[config.mk]
export PLATFORM = sky130hd
export DESIGN_NAME = roae_front
export DESIGN_NICKNAME = d
export VERILOG_FILES = /design/src/rtl/roae_pkg.sv /design/src/rtl/roae_front.sv
export VERILOG_INCLUDE_DIRS = /design/src /design/src/rtl
export SDC_FILE = /design/constraint.sdc
export NUM_CORES = 1
export LEC_CHECK = 0
export ABC_CLOCK_PERIOD_IN_PS = 4250
export BUFFER_PORTS_ARGS = -buffer_cell sky130_fd_sc_hd__clkbuf_2
export CELL_PAD_IN_SITES_DETAIL_PLACEMENT = 1
export CELL_PAD_IN_SITES_GLOBAL_PLACEMENT = 2
export CORE_ASPECT_RATIO = 0.75
export CORE_MARGIN = 4
export CORE_UTILIZATION = 39
export CTS_BUF_LIST = sky130_fd_sc_hd__clkbuf_8
export DETAILED_ROUTE_END_ITERATION = 10
export GPL_ROUTABILITY_DRIVEN = 0
export PLACE_DENSITY_LB_ADDON = 0.1
export SLEW_MARGIN = 20
export SYNTH_ARGS = -nofsm -noshare
export SYNTH_HDL_FRONTEND = slang
export SYNTH_SLANG_ARGS = --single-unit
[constraint.sdc]
create_clock -name clk -period 4.25 [get_ports clk]
set_input_delay 0.6375 -clock clk [delete_from_list [all_inputs] [get_ports clk]]
set_output_delay 0.6375 -clock clk [all_outputs]
set_load 0.02 [all_outputs]
[src/rtl/range_op_array_engine_core_macros.svh]
// Assertion macros shared by the range operation engine RTL.
// Depends on signals named clk and rst_n in the module that uses them.
`ifndef RANGE_OP_ARRAY_ENGINE_CORE_MACROS_SVH
`define RANGE_OP_ARRAY_ENGINE_CORE_MACROS_SVH

// Same-cycle implication, disabled during reset
`define ROAE_ASSERT_IMP(label, ante, cons, msg) \
    label: assert property (@(posedge clk) disable iff (!rst_n) (ante) |-> (cons)) \
        else $error(msg);

// Next-cycle implication, disabled during reset
`define ROAE_ASSERT_NXT(label, ante, cons, msg) \
    label: assert property (@(posedge clk) disable iff (!rst_n) (ante) |=> (cons)) \
        else $error(msg);

`endif

[src/rtl/roae_pkg.sv]
// Package for the range operation engine: opcodes, command and beat types,
// modular helpers. No dependencies.
`timescale 1ns / 1ps
`default_nettype none
package roae_pkg;

    localparam logic [29:0] MODULUS = 30'd1000000007;
    localparam int          QDEPTH  = 2;

    typedef enum logic [2:0] {
        OP_LOAD    = 3'd0,
        OP_SUM     = 3'd1,
        OP_ASSIGN  = 3'd2,
        OP_ADD     = 3'd3,
        OP_COPY    = 3'd4,
        OP_SWAP    = 3'd5,
        OP_REVERSE = 3'd6,
        OP_READ    = 3'd7
    } opcode_t;

    // What a beat does once its read data is back
    typedef enum logic [2:0] {
        ACT_SET,
        ACT_SUM,
        ACT_ADD,
        ACT_CAPA,
        ACT_CAPB,
        ACT_WRA,
        ACT_WRB,
        ACT_READ
    } act_t;

    typedef enum logic [1:0] {
        ST_IDLE,
        ST_RUN,
        ST_GAP
    } state_t;

    // Classified request handed from front to back
    typedef struct packed {
        opcode_t     op;
        logic [10:0] lo1;
        logic [10:0] lo2;
        logic [11:0] len;
        logic [29:0] val;
    } cmd_t;

    // (a + b) mod P for a, b below P
    function automatic logic [29:0] add_mod(input logic [29:0] a, input logic [29:0] b);
        logic [30:0] s;
        s = {1'b0, a} + {1'b0, b};
        if (s >= {1'b0, MODULUS})
            return 30'(s - {1'b0, MODULUS});
        return s[29:0];
    endfunction

endpackage
`default_nettype wire

[src/rtl/roae_front.sv]
// Front end: takes requests, reduces the operand, computes range length,
// and queues classified commands. Depends on roae_pkg.
`timescale 1ns / 1ps
`default_nettype none
`include "range_op_array_engine_core_macros.svh"
module roae_front
(
    input  wire logic              clk,
    input  wire logic              rst_n,
    input  wire logic              start,
    output logic                   busy,
    input  wire logic [2:0]        operation,
    input  wire logic [10:0]       first_low,
    input  wire logic [10:0]       first_high,
    input  wire logic [10:0]       second_low,
    input  wire logic [29:0]       operand_value,
    output logic                   cmd_valid,
    output roae_pkg::cmd_t         cmd_out,
    input  wire logic              cmd_pop
);
    import roae_pkg::*;

    cmd_t        q_reg [QDEPTH];
    logic        wr_ptr_reg, wr_ptr_next;
    logic        rd_ptr_reg, rd_ptr_next;
    logic [1:0]  cnt_reg, cnt_next;
    logic        push;
    cmd_t        cmd_new;

    // Classify the incoming request
    always_comb
    begin
        cmd_new.op  = opcode_t'(operation);
        cmd_new.lo1 = first_low;
        cmd_new.lo2 = second_low;
        cmd_new.len = (first_high >= first_low)
                    ? ({1'b0, first_high} - {1'b0, first_low} + 12'd1) : 12'd0;
        cmd_new.val = (operand_value >= MODULUS) ? (operand_value - MODULUS)
                                                 : operand_value;
    end

    assign busy      = (cnt_reg == 2'(QDEPTH));
    assign push      = start && !busy;
    assign cmd_valid = (cnt_reg != 2'd0);
    assign cmd_out   = q_reg[rd_ptr_reg];

    // Pointer and fill count
    always_comb
    begin
        wr_ptr_next = push ? ~wr_ptr_reg : wr_ptr_reg;
        rd_ptr_next = cmd_pop ? ~rd_ptr_reg : rd_ptr_reg;
        cnt_next    = cnt_reg + {1'b0, push} - {1'b0, cmd_pop};
    end

    always_ff @(posedge clk or negedge rst_n)
    begin
        if (!rst_n)
        begin
            wr_ptr_reg <= 1'b0;
            rd_ptr_reg <= 1'b0;
            cnt_reg    <= 2'd0;
        end
        else
        begin
            wr_ptr_reg <= wr_ptr_next;
            rd_ptr_reg <= rd_ptr_next;
            cnt_reg    <= cnt_next;
        end
    end

    // Queue payload, no reset
    always_ff @(posedge clk)
    begin
        if (push)
            q_reg[wr_ptr_reg] <= cmd_new;
    end

    `ROAE_ASSERT_IMP(a_cnt_bound, 1'b1, cnt_reg <= 2'(QDEPTH), "queue overfilled")
    `ROAE_ASSERT_IMP(a_pop_nonempty, cmd_pop, cnt_reg != 2'd0, "pop from empty queue")
    `ROAE_ASSERT_IMP(a_ptr_match, (cnt_reg == 2'd0) || (cnt_reg == 2'(QDEPTH)),
        wr_ptr_reg == rd_ptr_reg, "queue pointers out of step")

endmodule
`default_nettype wire

==> qor.yml, run 1 <==
outcome: "finished clean"
largest_reg_flops: 134
ctsRootBufferMaster: "clkbuf_8"
gr-usage-met1: 0.225
ys_ff_latch: 138
busiest_layer: "met2"
max-vdd-ir-drop_mv: 0.280
finalSetupViolCount: 0
rows: 41
cts_setup_buffers: 0
antenna_cells: 0
grt_use_met3: 0.0560
grt_usage: 0.162
crit_buf_inv: 4
multiInputGateArea_sq_um: 2410
grt_pass1_vias: 4560
layout-drive-gt1-share: 0.399
clock.fmax_mhz: 325
slew_violations: 0
grt_use_met2: 0.240
crit_type: "input port to register"
core_sq_um: 16800
synth_seq_area_share: 0.616
avgSynthCellArea_sq_um: 14.3
endpoint_kind: "register"
slew_headroom: 0.335
period_share: 0.723
via_count: 4284
path_clk_slew_ps: 90
cp_cell_sequence: "clkbuf_2, inv_1, ha_1, inv_1, ha_1, inv_1, fa_1, nor2b_1, o31a_1, nor3_1, o31ai_1, mux2i_1, a2111oi_0"
die_h_um: 121
nNetsFinal: 714
drcViolationCount: 0
area_growth_pct: 20.4
hold_viol: 0
worst_skew_pair.late_latency_ps: 440
wirelength_um: 15200
async_reset_ff_frac: 0.0290
power.density_nw_per_um2: 597
p_sw_frac: 0.358
grt_max_degree: 69
comb_power_share: 0.335
cap_violations: 0
cp.arrival_ps: 3240
period_needed_ps: 3070
htree_num_levels: 4
n_fill_cell: 1775
netlist_area_sq_um: 6690
synth_cell_types: 54
dpl.hpwl_um: 10700
p_leak_nw: 3.09
intPower_mw: 3.09
totalPowerFinal_mw: 4.81
clkPwrFrac: 0.230
critPathTopFamily: "compound AO/OA/AOI/OAI gates"
ios: 139
initial_core_util: 0.398
ff_latch_area_sq_um: 4130
grt_first_pass_wirelength_um: 24300
grt_antenna_before_repair: 0
worst_pin_slew_ps: 997
synthCells: 468
path_common_cell: "inv_1"
gr-total-overflow: 0
synthesis.nets: 569
drt_pass1_iterations: 5
mostFrequentLayoutCell: "clkbuf_2"
synth_ff_type: "edfxtp_1"
p_sw_mw: 1.72
cp.required_ps: 4420
seqPwrFrac: 0.435
cts_made_buffers: 17
port-buffer-count: 138
vias_per_cell: 5.09
yosys_warnings: 0
rrSetupSlack_ps: 2110
cts_tree: "built"
wl_per_cell_um: 18.1
hp-class: "input port to register"
ant_nets: 0
dr.first_iter.drc_count: 262
dieArea_sq_um: 19300
crit_path_start_kind: "input port"
grt_setup_unrepaired: "no"
mostFrequentLayoutCells: "clkbuf_2 (138), edfxtp_1 (134), mux2_2 (68)"
slowest_delay_ps: 500
crit_slowest_cell: "a2111oi_0"
synth-edff-count: 134
clock_skew_ps: 10.8
finalSetupTns_ps: 0
die_w_um: 159
clock_sinks: 138
cp_max_fo: 4
clk_path_buf_depth: 2
worst reg2reg max path, stage by stage (launching register included):
cell	delay (ps)
dfrtp_1	410
nand2b_1	140
nand2_1	150
nor2_4	720
buf_12	390
through the flow:
| stage | hold WS (ps) | utilization | instance area, sq um | setup slack [ps] | cells |
|---|---|---|---|---|---|
| after floorplan | 342 | - | 6690 | 227 | 468 |
| after global placement | 453 | 0.454 | 7630 | 943 | 808 |
| after detailed placement | 455 | 0.454 | 7630 | 743 | 808 |
| after CTS | 344 | 0.479 | 8050 | 1230 | 841 |
| after global routing | 345 | 0.479 | 8050 | 990 | 841 |
| final | 382 | 0.479 | 8050 | 1180 | 841 |
cells in the mapped netlist (2+ instances only):
library cell | n | area share
a2111oi_0 | 2 | 0.0026
a211oi_1 | 5 | 0.0056
a21o_1 | 5 | 0.0056
a21oi_1 | 15 | 0.011
a22oi_1 | 2 | 0.0022
a31oi_1 | 2 | 0.0019
and2_1 | 2 | 0.0019
and3_1 | 3 | 0.0028
buf_1 | 5 | 0.0028
buf_2 | 2 | 0.0015
clkbuf_1 | 6 | 0.0034
dfrtp_1 | 4 | 0.015
edfxtp_1 | 134 | 0.60
fa_1 | 5 | 0.015
ha_1 | 26 | 0.049
inv_1 | 27 | 0.015
mux2_2 | 68 | 0.11
nand2_1 | 22 | 0.012
nand2b_1 | 4 | 0.0037
nand3_1 | 12 | 0.0090
nand4_1 | 7 | 0.0065
nand4b_1 | 2 | 0.0026
nor2_1 | 16 | 0.0090
nor2b_1 | 9 | 0.0084
nor3_1 | 8 | 0.0060
o211ai_1 | 3 | 0.0034
o21ai_0 | 11 | 0.0082
o21bai_1 | 2 | 0.0022
o31ai_1 | 2 | 0.0022
or2_2 | 2 | 0.0019
xnor2_1 | 31 | 0.041
xor2_1 | 2 | 0.0026
layout make-up:
cell class | count | area share
well taps | 215 | 0.0334
clock inverters | 14 | 0.0202
multi-input cells | 287 | 0.299
repair buffers | 142 | 0.0913
clock buffers | 18 | 0.0308
inverters | 27 | 0.0126
flip-flops and latches | 138 | 0.513
routing by layer:
| layer | routed length, um | up-vias |
|---|---|---|
| li1 | - | 2041 |
| met1 | 7510 | 2113 |
| met4 | 209 | 0 |
| met5 | 0 | - |
| met3 | 976 | 18 |
| met2 | 6490 | 112 |
repair_timing:
item / in CTS / in global routing
resized for setup: 0 / 0
endpoints found under the hold margin: 4 / 0
hold buffers: 1 / 0
cell families (layout without fill, tap and decap cells):
group,after synthesis,count (layout),share of synthesized area
flip-flops,138,138,0.616
AND/OR/NAND/NOR,97,97,0.0791
multiplexers,69,69,0.116
AO/OA/AOI/OAI,57,57,0.0555
buffers and inverters,43,201,0.0264
XOR/XNOR,33,33,0.0432
adder cells (fa/ha/maj),31,31,0.0636
power groups by stage:
stage / registers (mW) / logic [mW] / clock network (mW)
finish: 2.09 / 1.61 / 1.10
global route: 2.13 / 1.75 / 1.22
CTS: 2.10 / 1.65 / 1.14
detailed placement: 2.13 / 1.64 / 0
global placement: 2.11 / 1.62 / 0
floorplan: 1.98 / 1.20 / 0
worst paths after layout:
| check | from | end | cells past startpoint |
|---|---|---|---|
| max reg2reg | cnt_reg[1] | q_reg[0][34] | 4 |
| min in group asynchronous | rst_n | cnt_reg[0] | 2 |
| min reg2reg | cnt_reg[1] | cnt_reg[1] | 1 |
| max | first_low[1] | q_reg[1][41] | 13 |
| min | second_low[10] | q_reg[0][52] | 1 |
| max in group asynchronous | rst_n | rd_ptr_reg | 2 |
No activity file was read; power rests on OpenSTA's default activity.
==> run 2: changes to the inputs <==
--- a/config.mk
+++ b/config.mk
@@ -6,13 +6,13 @@
 export SDC_FILE = /design/constraint.sdc
 export NUM_CORES = 1
 export LEC_CHECK = 0
-export ABC_CLOCK_PERIOD_IN_PS = 4250
+export ABC_CLOCK_PERIOD_IN_PS = 2600
 export BUFFER_PORTS_ARGS = -buffer_cell sky130_fd_sc_hd__clkbuf_2
 export CELL_PAD_IN_SITES_DETAIL_PLACEMENT = 1
 export CELL_PAD_IN_SITES_GLOBAL_PLACEMENT = 2
 export CORE_ASPECT_RATIO = 0.75
 export CORE_MARGIN = 4
-export CORE_UTILIZATION = 39
+export CORE_UTILIZATION = 35
 export CTS_BUF_LIST = sky130_fd_sc_hd__clkbuf_8
 export DETAILED_ROUTE_END_ITERATION = 10
 export GPL_ROUTABILITY_DRIVEN = 0
==> constraint.sdc (replaced) <==
create_clock -name clk -period 2.6 [get_ports clk]
set_input_delay 0.39 -clock clk [delete_from_list [all_inputs] [get_ports clk]]
set_output_delay 0.39 -clock clk [all_outputs]
set_load 0.02 [all_outputs]
==> run 2 against run 1 <==
Net effect: clock power grew 75%; critical path depth unchanged; first-iteration DRC count shrank 17%; routed wire length grew 4.1%; non-clock buffer count rose by 19; critical path type unchanged; largest power group unchanged.
==> qor.yml, run 2 (synthesis gave the netlist of run 1 again) <==
rows: 43
drcViolationCount: 0
crit_type: "input port to register"
cp.arrival_ps: 2630
mostFrequentLayoutCells: "clkbuf_2 (138), edfxtp_1 (134), mux2_2 (68)"
p_sw_frac: 0.349
antenna_cells: 0
dr.first_iter.drc_count: 217
ff2ff_path_depth: 4
hold_viol: 0
hold_end: "q_reg[0][46]"
period_share: 0.924
post-route-util: 0.445
initial_core_util: 0.359
die_h_um: 128
seqPwrFrac: 0.399
dieArea_sq_um: 21400
hold_ws_ps: 131
clock.fmax_mhz: 416
drt_pass1_iterations: 4
final_area_sq_um: 8290
fin_ws_ps: 199
dpl.hpwl_um: 11600
ant_nets: 0
comb_power_share: 0.362
worst_pin_slew_ps: 478
p_leak_nw: 3.21
wirelength_um: 15800
mostFrequentLayoutCell: "clkbuf_2"
cp_max_fo: 2
cts_tree: "built"
finalSetupViolCount: 0
worst_skew_pair.late_latency_ps: 440
slew_violations: 0
clkPwrFrac: 0.239
cts_setup_buffers: 0
clk_path_buf_depth: 2
dp_slack_ps: -252
vias_per_cell: 4.83
endpoint_kind: "register"
clock_skew_ps: 14.5
grt_antenna_before_repair: 0
place_area_sq_um: 7840
rr_startpoint: "cnt_reg[1]"
grt_first_pass_wirelength_um: 25000
port-buffer-count: 138
grt_max_degree: 57
slew_headroom: 0.681
hold_depth: 1
core_sq_um: 18600
p_sw_mw: 2.82
htree_num_levels: 4
via_count: 4312
rrSetupSlack_ps: 770
gr-total-overflow: 0
cts_made_buffers: 17
hp-class: "input port to register"
ctsRootBufferMaster: "clkbuf_8"
cp.required_ps: 2830
crit_path_start_kind: "input port"
r2r_end: "q_reg[0][45]"
max-vdd-ir-drop_mv: 0.432
ios: 139
grt_setup_unrepaired: "no"
area_growth_pct: 23.8
hold_start: "second_low[4]"
die_w_um: 168
clock_sinks: 138
grt_usage: 0.151
wl_per_cell_um: 17.7
path_clk_slew_ps: 90
intPower_mw: 5.27
grt_pass1_vias: 4634
outcome: "finished clean"
cap_violations: 0
largest_reg_flops: 134
power.density_nw_per_um2: 977
layout-drive-gt1-share: 0.417
period_needed_ps: 2400
nNetsFinal: 733
run 2: how the worst max path moves through the flow:
stage | slack, ps | end | cells past startpoint | startpoint
2_1_floorplan | 50 | q_reg[0][41] | 12 | first_low[1]
3_3_place_gp | -250 | q_reg[1][41] | 13 | first_low[1]
3_5_place_dp | -250 | q_reg[1][41] | 13 | first_low[1]
4_1_cts | 200 | q_reg[1][41] | 13 | first_low[1]
5_1_grt | 20 | q_reg[1][41] | 13 | first_low[1]
6_report | 200 | q_reg[0][41] | 13 | first_low[1]
run 2: power by group through the flow:
stage	sequential [mW]	clock (mW)	combinational (mW)
5_1_grt	3.28	2.10	3.19
3_3_place_gp	3.26	0	2.96
2_1_floorplan	3.22	0	1.97
4_1_cts	3.24	2.01	3.01
3_5_place_dp	3.29	0	2.99
6_report	3.23	1.93	2.93
run 2: timing repair:
action	CTS	global route
endpoints found under the hold margin	4	0
setup endpoints to repair	0	2
hold buffers	1	0
resized for setup	0	1
run 2: per-stage QoR:
step | power [mW] | instances | TNS (ps)
after floorplan | 5.19 | 468 | 0
after global placement | 6.23 | 859 | -876
after detailed placement | 6.28 | 859 | -999
after CTS | 8.26 | 892 | 0
after global routing | 8.57 | 892 | 0
final | 8.10 | 892 | 0
run 2: critical path: stages:
cell and delay, ps:
clkbuf_2 90, inv_1 40, ha_1 290, inv_1 60
ha_1 160, inv_1 50, fa_1 380, nor2b_1 180
o31a_1 170, nor3_1 90, o31ai_2 300, mux2i_1 140
a2111oi_2 270
run 2: layout make-up:
| cell class | count | area (sq um) |
|---|---|---|
| timing repair buffer | 161 | 891 |
| clock buffer | 17 | 234 |
| multi-input combinational | 287 | 2420 |
| fill | 1961 | 10300 |
| sequential | 138 | 4130 |
| clock inverter | 15 | 201 |
| inverter | 27 | 101 |
| tap | 247 | 309 |
run 2: metal layers:
metal	share of wire	vias up	global-route usage
met5	0	-	0
met4	0.010	0	0.0472
met3	0.055	12	0.0428
met2	0.43	106	0.223
met1	0.50	2122	0.215
li1	-	2072	-
